$ cat config.mk
export PLATFORM = sky130hd
export DESIGN_NAME = md5_block_compression
export DESIGN_NICKNAME = d
export VERILOG_FILES = /design/src/md5bc_pkg.sv /design/src/md5_block_compression.sv
export VERILOG_INCLUDE_DIRS = /design/src /design/src/src
export SDC_FILE = /design/constraint.sdc
export NUM_CORES = 2
export LEC_CHECK = 0
export ABC_AREA = 1
export BUFFER_PORTS_ARGS = -buffer_cell sky130_fd_sc_hd__buf_4
export CAP_MARGIN = 20
export CORE_ASPECT_RATIO = 0.8
export CORE_MARGIN = 2
export CORE_UTILIZATION = 55
export DETAILED_ROUTE_END_ITERATION = 16
export PLACE_DENSITY = 0.81
export SLEW_MARGIN = 15
export SYNTH_ARGS = -nofsm -noshare
export SYNTH_HDL_FRONTEND = slang
export SYNTH_SLANG_ARGS = --single-unit
export TNS_END_PERCENT = 1
$ cat constraint.sdc
create_clock -name clk -period 9.4 [get_ports clk]
set_input_delay 2.35 -clock clk [delete_from_list [all_inputs] [get_ports clk]]
set_output_delay 2.35 -clock clk [all_outputs]
set_load 0.01 [all_outputs]
$ cat src/md5_block_compression_assert.svh
// Assertion helpers for the MD5 compression block.
`ifndef MD5_BLOCK_COMPRESSION_ASSERT_SVH
`define MD5_BLOCK_COMPRESSION_ASSERT_SVH

// Same-cycle implication, checked out of reset.
`define MD5_ASSERT_NOW(label, ante, cons) \
	label: assert property (@(posedge clk) disable iff (!arst_n) (ante) |-> (cons)) \
		else $error("md5 block: same-cycle check failed");

// Next-cycle implication, checked out of reset.
`define MD5_ASSERT_NEXT(label, ante, cons) \
	label: assert property (@(posedge clk) disable iff (!arst_n) (ante) |=> (cons)) \
		else $error("md5 block: next-cycle check failed");

`endif

$ cat src/md5bc_pkg.sv
`timescale 1ns / 1ps

package md5bc_pkg;

	localparam int WORD_W  = 32;
	localparam int INDEX_W = 4;
	localparam int ROUND_W = 6;
	localparam int ROT_W   = 5;
	localparam int S_DATA_W = 40;
	localparam int M_DATA_W = 4 * WORD_W;

	localparam logic [INDEX_W-1:0] LAST_MSG_INDEX = 4'd15;
	localparam logic KIND_CHAIN = 1'b0;
	localparam logic KIND_MSG   = 1'b1;

	localparam logic [WORD_W-1:0] IV_A = 32'h67452301;
	localparam logic [WORD_W-1:0] IV_B = 32'hefcdab89;
	localparam logic [WORD_W-1:0] IV_C = 32'h98badcfe;
	localparam logic [WORD_W-1:0] IV_D = 32'h10325476;

	function automatic logic [WORD_W-1:0] round_const(input logic [ROUND_W-1:0] r);
		logic [WORD_W-1:0] k;
		unique case (r)
			6'd0:  k = 32'hd76aa478;
			6'd1:  k = 32'he8c7b756;
			6'd2:  k = 32'h242070db;
			6'd3:  k = 32'hc1bdceee;
			6'd4:  k = 32'hf57c0faf;
			6'd5:  k = 32'h4787c62a;
			6'd6:  k = 32'ha8304613;
			6'd7:  k = 32'hfd469501;
			6'd8:  k = 32'h698098d8;
			6'd9:  k = 32'h8b44f7af;
			6'd10: k = 32'hffff5bb1;
			6'd11: k = 32'h895cd7be;
			6'd12: k = 32'h6b901122;
			6'd13: k = 32'hfd987193;
			6'd14: k = 32'ha679438e;
			6'd15: k = 32'h49b40821;
			6'd16: k = 32'hf61e2562;
			6'd17: k = 32'hc040b340;
			6'd18: k = 32'h265e5a51;
			6'd19: k = 32'he9b6c7aa;
			6'd20: k = 32'hd62f105d;
			6'd21: k = 32'h02441453;
			6'd22: k = 32'hd8a1e681;
			6'd23: k = 32'he7d3fbc8;
			6'd24: k = 32'h21e1cde6;
			6'd25: k = 32'hc33707d6;
			6'd26: k = 32'hf4d50d87;
			6'd27: k = 32'h455a14ed;
			6'd28: k = 32'ha9e3e905;
			6'd29: k = 32'hfcefa3f8;
			6'd30: k = 32'h676f02d9;
			6'd31: k = 32'h8d2a4c8a;
			6'd32: k = 32'hfffa3942;
			6'd33: k = 32'h8771f681;
			6'd34: k = 32'h6d9d6122;
			6'd35: k = 32'hfde5380c;
			6'd36: k = 32'ha4beea44;
			6'd37: k = 32'h4bdecfa9;
			6'd38: k = 32'hf6bb4b60;
			6'd39: k = 32'hbebfbc70;
			6'd40: k = 32'h289b7ec6;
			6'd41: k = 32'heaa127fa;
			6'd42: k = 32'hd4ef3085;
			6'd43: k = 32'h04881d05;
			6'd44: k = 32'hd9d4d039;
			6'd45: k = 32'he6db99e5;
			6'd46: k = 32'h1fa27cf8;
			6'd47: k = 32'hc4ac5665;
			6'd48: k = 32'hf4292244;
			6'd49: k = 32'h432aff97;
			6'd50: k = 32'hab9423a7;
			6'd51: k = 32'hfc93a039;
			6'd52: k = 32'h655b59c3;
			6'd53: k = 32'h8f0ccc92;
			6'd54: k = 32'hffeff47d;
			6'd55: k = 32'h85845dd1;
			6'd56: k = 32'h6fa87e4f;
			6'd57: k = 32'hfe2ce6e0;
			6'd58: k = 32'ha3014314;
			6'd59: k = 32'h4e0811a1;
			6'd60: k = 32'hf7537e82;
			6'd61: k = 32'hbd3af235;
			6'd62: k = 32'h2ad7d2bb;
			6'd63: k = 32'heb86d391;
			default: k = '0;
		endcase
		return k;
	endfunction

	function automatic logic [ROT_W-1:0] rot_amount(input logic [ROUND_W-1:0] r);
		logic [ROT_W-1:0] s;
		unique case ({r[5:4], r[1:0]})
			4'd0:  s = 5'd7;
			4'd1:  s = 5'd12;
			4'd2:  s = 5'd17;
			4'd3:  s = 5'd22;
			4'd4:  s = 5'd5;
			4'd5:  s = 5'd9;
			4'd6:  s = 5'd14;
			4'd7:  s = 5'd20;
			4'd8:  s = 5'd4;
			4'd9:  s = 5'd11;
			4'd10: s = 5'd16;
			4'd11: s = 5'd23;
			4'd12: s = 5'd6;
			4'd13: s = 5'd10;
			4'd14: s = 5'd15;
			4'd15: s = 5'd21;
			default: s = '0;
		endcase
		return s;
	endfunction

	// Message word picked by each round, modulo sixteen.
	function automatic logic [INDEX_W-1:0] msg_select(input logic [ROUND_W-1:0] r);
		logic [INDEX_W-1:0] r4;
		logic [INDEX_W-1:0] sel;
		r4 = r[INDEX_W-1:0];
		unique case (r[5:4])
			2'd0: sel = r4;
			2'd1: sel = INDEX_W'(r4 * 4'd5 + 4'd1);
			2'd2: sel = INDEX_W'(r4 * 4'd3 + 4'd5);
			2'd3: sel = INDEX_W'(r4 * 4'd7);
			default: sel = '0;
		endcase
		return sel;
	endfunction

endpackage

$ cat src/md5_block_compression.sv
`timescale 1ns / 1ps
`include "md5_block_compression_assert.svh"

// MD5 block compression engine.
// Input channel s_*: one beat either loads a chaining word (tuser = 0, index 0..3;
// indexes above three are dropped) or writes a message word (tuser = 1, index 0..15).
// Chaining and message loads are taken while idle. Writing message word 15 starts a
// compression: the shared round unit (four-input add, rotate, add) runs one round a
// cycle, then a final state folds the working words into the chaining value and
// registers the digest on m_*. s_tready is low from the word-15 beat until the digest
// is registered. All sixteen message words must be written once after reset before the
// first compression; they persist across blocks, as does the chaining value.
// Reset loads the standard initial vector and clears the output valid flag.
// The digest is held in an output register until taken; loads are accepted meanwhile,
// but a following compression waits in its final cycle while m_tready stays low.
module md5_block_compression (
	input  logic                                clk,
	input  logic                                arst_n,
	input  logic                                s_tvalid,
	output logic                                s_tready,
	// [3:0] word_index, [35:4] word_value, [39:36] zero
	input  logic [md5bc_pkg::S_DATA_W-1:0]      s_tdata,
	// [0] kind
	input  logic                                s_tuser,
	output logic                                m_tvalid,
	input  logic                                m_tready,
	// [31:0] digest_a, [63:32] digest_b, [95:64] digest_c, [127:96] digest_d
	output logic [md5bc_pkg::M_DATA_W-1:0]      m_tdata
);

	typedef enum logic [1:0] {ST_IDLE, ST_RUN, ST_DONE} state_t;

	localparam int W = md5bc_pkg::WORD_W;

	state_t state_q;
	logic [md5bc_pkg::ROUND_W-1:0] round_q;
	logic [W-1:0] chain_q [4];
	logic [W-1:0] a_q, b_q, c_q, d_q;
	logic [W-1:0] msg_q [16];
	logic [W-1:0] msg_rd_q;
	logic [md5bc_pkg::M_DATA_W-1:0] m_data_q;
	logic m_valid_q;

	logic [md5bc_pkg::INDEX_W-1:0] in_index;
	logic [W-1:0] in_value;
	logic s_beat;
	logic start;
	logic [md5bc_pkg::INDEX_W-1:0] rd_addr;
	logic [W-1:0] f_val;
	logic [W-1:0] round_sum;
	logic [2*W-1:0] rot_wide;
	logic [W-1:0] b_next;
	logic [W-1:0] sum_a, sum_b, sum_c, sum_d;
	logic out_free;

	assign in_index = s_tdata[md5bc_pkg::INDEX_W-1:0];
	assign in_value = s_tdata[md5bc_pkg::INDEX_W +: W];
	assign s_tready = (state_q == ST_IDLE);
	assign s_beat   = s_tvalid && s_tready;
	assign start    = s_beat && (s_tuser == md5bc_pkg::KIND_MSG)
		&& (in_index == md5bc_pkg::LAST_MSG_INDEX);
	assign out_free = !m_valid_q || m_tready;
	assign m_tvalid = m_valid_q;
	assign m_tdata  = m_data_q;

	// Fetch one round ahead so the word is registered when its round runs.
	assign rd_addr = (state_q == ST_RUN)
		? md5bc_pkg::msg_select(md5bc_pkg::ROUND_W'(round_q + 6'd1))
		: md5bc_pkg::msg_select('0);

	always_comb begin
		unique case (round_q[5:4])
			2'd0: f_val = (b_q & c_q) | (~b_q & d_q);
			2'd1: f_val = (d_q & b_q) | (~d_q & c_q);
			2'd2: f_val = b_q ^ c_q ^ d_q;
			2'd3: f_val = c_q ^ (b_q | ~d_q);
			default: f_val = '0;
		endcase
		round_sum = a_q + f_val + md5bc_pkg::round_const(round_q) + msg_rd_q;
		rot_wide  = {round_sum, round_sum} << md5bc_pkg::rot_amount(round_q);
		b_next    = b_q + rot_wide[2*W-1:W];
		sum_a     = chain_q[0] + a_q;
		sum_b     = chain_q[1] + b_q;
		sum_c     = chain_q[2] + c_q;
		sum_d     = chain_q[3] + d_q;
	end

	always_ff @(posedge clk) begin
		if (s_beat && (s_tuser == md5bc_pkg::KIND_MSG)) begin
			msg_q[in_index] <= in_value;
		end
		msg_rd_q <= msg_q[rd_addr];
	end

	always_ff @(posedge clk or negedge arst_n) begin
		if (!arst_n) begin
			state_q    <= ST_IDLE;
			round_q    <= '0;
			m_valid_q  <= 1'b0;
			m_data_q   <= '0;
			a_q        <= '0;
			b_q        <= '0;
			c_q        <= '0;
			d_q        <= '0;
			chain_q[0] <= md5bc_pkg::IV_A;
			chain_q[1] <= md5bc_pkg::IV_B;
			chain_q[2] <= md5bc_pkg::IV_C;
			chain_q[3] <= md5bc_pkg::IV_D;
		end else begin
			if (m_valid_q && m_tready && (state_q != ST_DONE)) begin
				m_valid_q <= 1'b0;
			end
			unique case (state_q)
				ST_IDLE: begin
					if (s_beat && (s_tuser == md5bc_pkg::KIND_CHAIN)
						&& (in_index[md5bc_pkg::INDEX_W-1:2] == '0)) begin
						chain_q[in_index[1:0]] <= in_value;
					end
					if (start) begin
						a_q     <= chain_q[0];
						b_q     <= chain_q[1];
						c_q     <= chain_q[2];
						d_q     <= chain_q[3];
						round_q <= '0;
						state_q <= ST_RUN;
					end
				end
				ST_RUN: begin
					a_q     <= d_q;
					b_q     <= b_next;
					c_q     <= b_q;
					d_q     <= c_q;
					round_q <= md5bc_pkg::ROUND_W'(round_q + 6'd1);
					if (round_q == '1) begin
						state_q <= ST_DONE;
					end
				end
				ST_DONE: begin
					// hold until the previous digest has been taken
					if (out_free) begin
						chain_q[0] <= sum_a;
						chain_q[1] <= sum_b;
						chain_q[2] <= sum_c;
						chain_q[3] <= sum_d;
						m_data_q   <= {sum_d, sum_c, sum_b, sum_a};
						m_valid_q  <= 1'b1;
						state_q    <= ST_IDLE;
					end
				end
				default: state_q <= ST_IDLE;
			endcase
		end
	end

	`MD5_ASSERT_NEXT(a_start_blocks, start, !s_tready && (round_q == '0))
	`MD5_ASSERT_NEXT(a_done_emits, (state_q == ST_DONE) && out_free, m_tvalid && s_tready)
	`MD5_ASSERT_NOW(a_rise_after_done, $rose(m_tvalid), $past(state_q == ST_DONE))

endmodule
Yosys cells after proc, flatten, opt, wreduce, memory -nomap -nowiden
Memory sizes are Yosys's and may differ from the RTL's. A register that Yosys moved wholly into a read port is not among the register bits.
Cells that the tools add are included.

operators by class
  $mul = 3
  reductions and logical operators = 20
  shift operators = 1
  add/subtract/negate cells = 11
  bitwise gates (word level) = 14
  eq/ne operators = 15
  multiplexer cells = 28
  order comparisons = 2

operators with widths
  kind                 count
  $add 32x32->32       8
  $mux 128             2
  $pmux 128 s2         1
  $pmux 32 s2          4
  $mux 32              5
  $and 32x32->32       4
  $bwmux 128           1
  $pmux 32 s4          1
  $or 32x32->32        3
  $xor 32x32->32       3
  $demux 32 s2         1
  $not 32->32          2
  $shl 64x5->64        1
  $pmux 4 s4           1
  $pmux 6 s2           1
  $eq 2x2->1 const B   5
  $logic_and 1x1->1    8
  $logic_not 2->1      4
  $mul 4x3->4 const B  2
  $add 6x1->6 const B  1
  $eq 2x1->1 const B   3
  $eq 6x6->1 const B   1
  $mux 2               3
  $mux 6               1
  other kinds (18)     28

storage, ports and cells
  memories kept = 3
  RAM bits = 512
  bits in read-only memories = 2,128
  flip-flop bits (word level) = 393
  word-level logic and storage cells = 109

memory list
  memory           depth  width  read ports  clocked after Yosys merged registers in  wr ports  line                         text
  (no name shown)  64     32     1           0                                        0         md5bc_pkg.sv:23              unique case (r)
  msg_q            16     32     1           1                                        1         md5_block_compression.sv:39  logic [W-1:0] msg_q [16];
  (no name shown)  16     5      1           0                                        0         md5bc_pkg.sv:95              unique case ({r[5:4], r[1:0]})

Depth between registers and ports, before layout
  depth after elaboration = 10
  mapped depth = 55

Worst setup path after synthesis
No wires, ideal clock.

  path type = flip-flop to flip-flop
  start point = reg round_q[5] (netlist bit)
  end point = reg b_q[28]
  path slack = 2.506 ns
  setup time = 0.130 ns
  period minus slack after synthesis = 6.894 ns
  arrival = 6.764 ns
  data required time = 9.270 ns
  stages on the path, launching flop included = 49
  cell sequence = dfrtp_1 > buf_2 > inv_1 > nor2_1 > buf_2 > inv_2 > clkbuf_1 > a21oi_1 > o21ai_0 > nand3_1 > nor2_1 > fa_1 > fa_1 > inv_1 > ha_1 > inv_1 > fa_1 > nand3b_1 > (+13 left out) > nand2_1 > nand2_1 > a21oi_1 > nor2_1 > o21ai_0 > nand2_1 > nand2_1 > nand2_1 > a21oi_1 > o21ai_0 > nand2_1 > nand2_1 > nand4_1 > nand2_1 > nand2_1 > nand3_1 > nand2_1 > o21ai_0

between the ends
  cells in the longest elaborated chain, start to end = 8

ends and longest elaborated chain
  element                             line                          text
  from (decl)                         md5_block_compression.sv:36   logic [md5bc_pkg::ROUND_W-1:0] round_q;
  from (signal assigned)              md5_block_compression.sv:133  round_q <= md5bc_pkg::ROUND_W'(round_q + 6'd1);
  $eq 2x2->1 (tied with other cells)  md5_block_compression.sv:72   unique case (round_q[5:4])
  $pmux 32 s4                         md5_block_compression.sv:72
  $add 32x32->32 (3 in a row)         md5_block_compression.sv:79   round_sum = a_q + f_val + md5bc_pkg::round_const(round_q) + msg_rd_q;
  $shl 64x5->64 *                     md5_block_compression.sv:80   rot_wide = {round_sum, round_sum} << md5bc_pkg::rot_amount(round_q);
  $add 32x32->32 *                    md5_block_compression.sv:81   b_next = b_q + rot_wide[2*W-1:W];
  $pmux 32 s2 *                       md5_block_compression.sv:113  unique case (state_q)
  to (signal assigned)                md5_block_compression.sv:121  b_q <= chain_q[1];
  to (signal assigned)                md5_block_compression.sv:130  b_q <= b_next;
  to (decl)                           md5_block_compression.sv:38   logic [W-1:0] a_q, b_q, c_q, d_q;

Mark *: on every way between the ends. The rest lies on a longest branch, timed or not.
A chain may end at the register's enable or synchronous reset.

Final worst setup path
  start point = reg round_q[5] (netlist bit)
  end point = reg b_q[31]

Same word-level chain as after synthesis.

==> flow_metrics.env <==
export IMPL_status="completed"
export IMPL_wl_per_cell_um=26.0
export IMPL_synth_edf_count=512
export IMPL_syn_area_um2=56000
export IMPL_overflow=0
export IMPL_cts_resized_gates=0
export IMPL_cts_tree="done"
export IMPL_nFillCells=8497
export IMPL_r2r_end="b_q[31]"
export IMPL_period_minus_slack_ns=9.02
export IMPL_die_height_um=289
export IMPL_met1_usage_pct=54.2
export IMPL_synthArstFlopShare_pct=41.9
export IMPL_grtUsageTotal_pct=40.6
export IMPL_clk_pin_slew_ns=0.07
export IMPL_tightestPinTransition_ns=1.16
export IMPL_cts_sink_count=937
export IMPL_clock_path_buffers=3
export IMPL_holdWs_ns=0.480
export IMPL_required_ns=9.99
export IMPL_cap_viol_max_count=0
export IMPL_clk_latency_ns=0.71
export IMPL_grt_max_degree=138
export IMPL_die_w_um=361
export IMPL_post_route_period_util_pct=95.9
export IMPL_root_buffer="clkbuf_16"
export IMPL_vias=52495
export IMPL_drt_pass1_iterations=8
export IMPL_drive_gt1_share_pct=10.9
export IMPL_use_met2_pct=59.4
export IMPL_fin_tns_setup_ns=0
export IMPL_grt_pass1_wl_mm=314
export IMPL_critical_path_most_common_cell="nand2_1"
export IMPL_hold_buffers=0
export IMPL_ios=175
export IMPL_synthCells=6683
export IMPL_yosys_register_bits=937
export IMPL_finClkSkew_ns=0.0523
export IMPL_synth_compound_area_share_pct=19.5
export IMPL_drtAntennaViolNets=0
export IMPL_area_growth_pct=13.1
export IMPL_synth_area_leader_cell="edfxtp_1"
export IMPL_r2r_cells=45
export IMPL_rows=104
export IMPL_dieArea_um2=104000
export IMPL_crit_type="reg2reg"
export IMPL_synth_cell_types=66
export IMPL_critPathTopFamily="simple AND/OR/NAND/NOR gates"
export IMPL_synth_top_area_share_pct=27.5
export IMPL_synth_seq_area_share_pct=46.3
export IMPL_htreeDepth=3
export IMPL_slew_headroom_pct=20.3
export IMPL_coreArea_um2=101000
export IMPL_cp_slowest_cell="a2111oi_0"
export IMPL_hold_end="m_tdata[58]"
export IMPL_post_place_cells=8132
export IMPL_io_buffers=170
export IMPL_synth_ff_type="edfxtp_1"
export IMPL_grt_setup_unrepaired="false"
export IMPL_synth_most_common_cell="nand2_1"
export IMPL_ys_top_cells_by_area="edfxtp_1 27%, dfrtp_1 15%, nand2_1 8.5%, o21ai_0 6.1%, a21oi_1 5.8%"
export IMPL_slowest_delay_ns=0.92
export IMPL_synthSimpleGateAreaFrac_pct=16.2
export IMPL_timing_fmax_mhz=111
export IMPL_muxShareOfSynthArea_pct=0.197
export IMPL_worstPathArrival_ns=9.60
export IMPL_grt_busiest_layer="met2"
export IMPL_crit_fanout=31
export IMPL_cts_setup_buffers=0
export IMPL_synth_fa_ha_area_share_pct=7.17
export IMPL_hp_class="reg2reg"
export IMPL_hp_start="m_tdata[58]"
export IMPL_synth_top_family_by_area="compound AO/OA/AOI/OAI gates"
export IMPL_gp_congestion=1.06
export IMPL_hold_viol=0
export IMPL_final_nets=7229
export IMPL_initial_core_util_pct=55.6
export IMPL_synth_top_cells_by_count="1261 x nand2_1, 837 x inv_1, 681 x o21ai_0, 649 x a21oi_1, 512 x edfxtp_1"
export IMPL_dp_slack_ns=0.987
export IMPL_ys_warn_count=0
export IMPL_hpwl_mm=153
export IMPL_via_per_inst=6.31
export IMPL_drc=0
export IMPL_avgSynthCellArea_um2=8.38
export IMPL_antenna_found_initial=11
export IMPL_r2r_start="round_q[5]"
export IMPL_min_path_cells=2
export IMPL_cts_buffers=94
export IMPL_syn_num_nets=7008
export IMPL_layout_setup_ws_ns=0.383
export IMPL_stdcell_count=8314
export IMPL_wirelength_mm=216
export IMPL_rrSetupSlack_ns=0.38
export IMPL_grt_pass1_vias=49455
export IMPL_endpoint_kind="flip-flop"
export IMPL_drtIter0Drc=7990
export IMPL_path_buf_inv=8
export IMPL_grt_util_met3_pct=12.4
export IMPL_finalSetupViolCount=0
export IMPL_synth_xor_area_share_pct=2.60
export IMPL_worstSetupStartpointType="flip-flop"
export IMPL_final_max_slew_viol_count=0
==> final cells by class <==
type | instances | area, um2 | share of cell area [%]
Sequential cell | 937 | 25900 | 40.9
Multi-Input combinational cell | 4565 | 25700 | 40.6
Timing Repair Buffer | 456 | 3530 | 5.57
Inverter | 850 | 3200 | 5.06
Clock buffer | 114 | 2560 | 4.04
Tap cell | 1325 | 1660 | 2.62
Clock inverter | 64 | 701 | 1.11
Antenna cell | 3 | 7.51 | 0.0119
==> worst min-delay path, stage by stage, from the launching register on <==
cell and delay [ns]:
dfrtp_1 0.34, nand2_1 0.05, nand2_1 0.06
==> layer usage <==
metal	wire [um]	up-vias	share of wire (%)
met5	336	-	0.16
met3	29800	697	14
met4	13500	18	6.2
met1	82600	24845	38
met2	89700	3543	42
li1	-	23392	-
==> placed cells by master, fill, tap and decap left out, types with 33 or more instances in the layout <==
cell type and count:
nand2_1 1260, o211ai_1 159, clkbuf_16 98, o311ai_1 46, fa_1 68, o21ai_1 64
xor2_1 76, a31oi_1 41, o21ai_0 681, nand3_1 461, dfstp_2 64, dfrtp_1 329
nor2_1 357, ha_1 212, inv_1 834, xnor2_1 87, buf_4 449, edfxtp_1 512
a21oi_1 644, nor3_1 33, o22ai_1 82
==> cells by family after synthesis <==
kind of cell	after synthesis
flops	937
buf+inv	1181
compound gates	1916
simple gates	2195
mux	10
xor+xnor	164
fa+ha+maj	280
==> stage by stage <==
step                util, %  area (um2)
finish                 62.9       63300
floorplan                 -       56000
detailed placement     59.6       60000
global route           62.9       63300
global placement       59.5       60000
CTS                    62.8       63300
==> state kept, by name, summed over array words and instances, names as in the netlist, 32 cells and up <==
signal	flops
msg_q	512
chain_q	128
m_tdata	128
a_q	32
b_q	32
c_q	32
d_q	32
msg_rd_q	32
==> worst max path at each step <==
stage / cells after the start / start / end / slack [ns]
floorplan: 48 / round_q[5] / b_q[28] / 2.51
global placement: 43 / round_q[5] / b_q[31] / 0.75
detailed placement: 49 / round_q[5] / b_q[31] / 0.99
CTS: 47 / round_q[5] / b_q[31] / 0.93
global route: 49 / round_q[5] / b_q[28] / 0.05
finish: 45 / round_q[5] / b_q[31] / 0.38
Power is left out: the tool's default activity adds up to more than one toggle a clock period on the data nets, which glitch-free logic cannot reach.
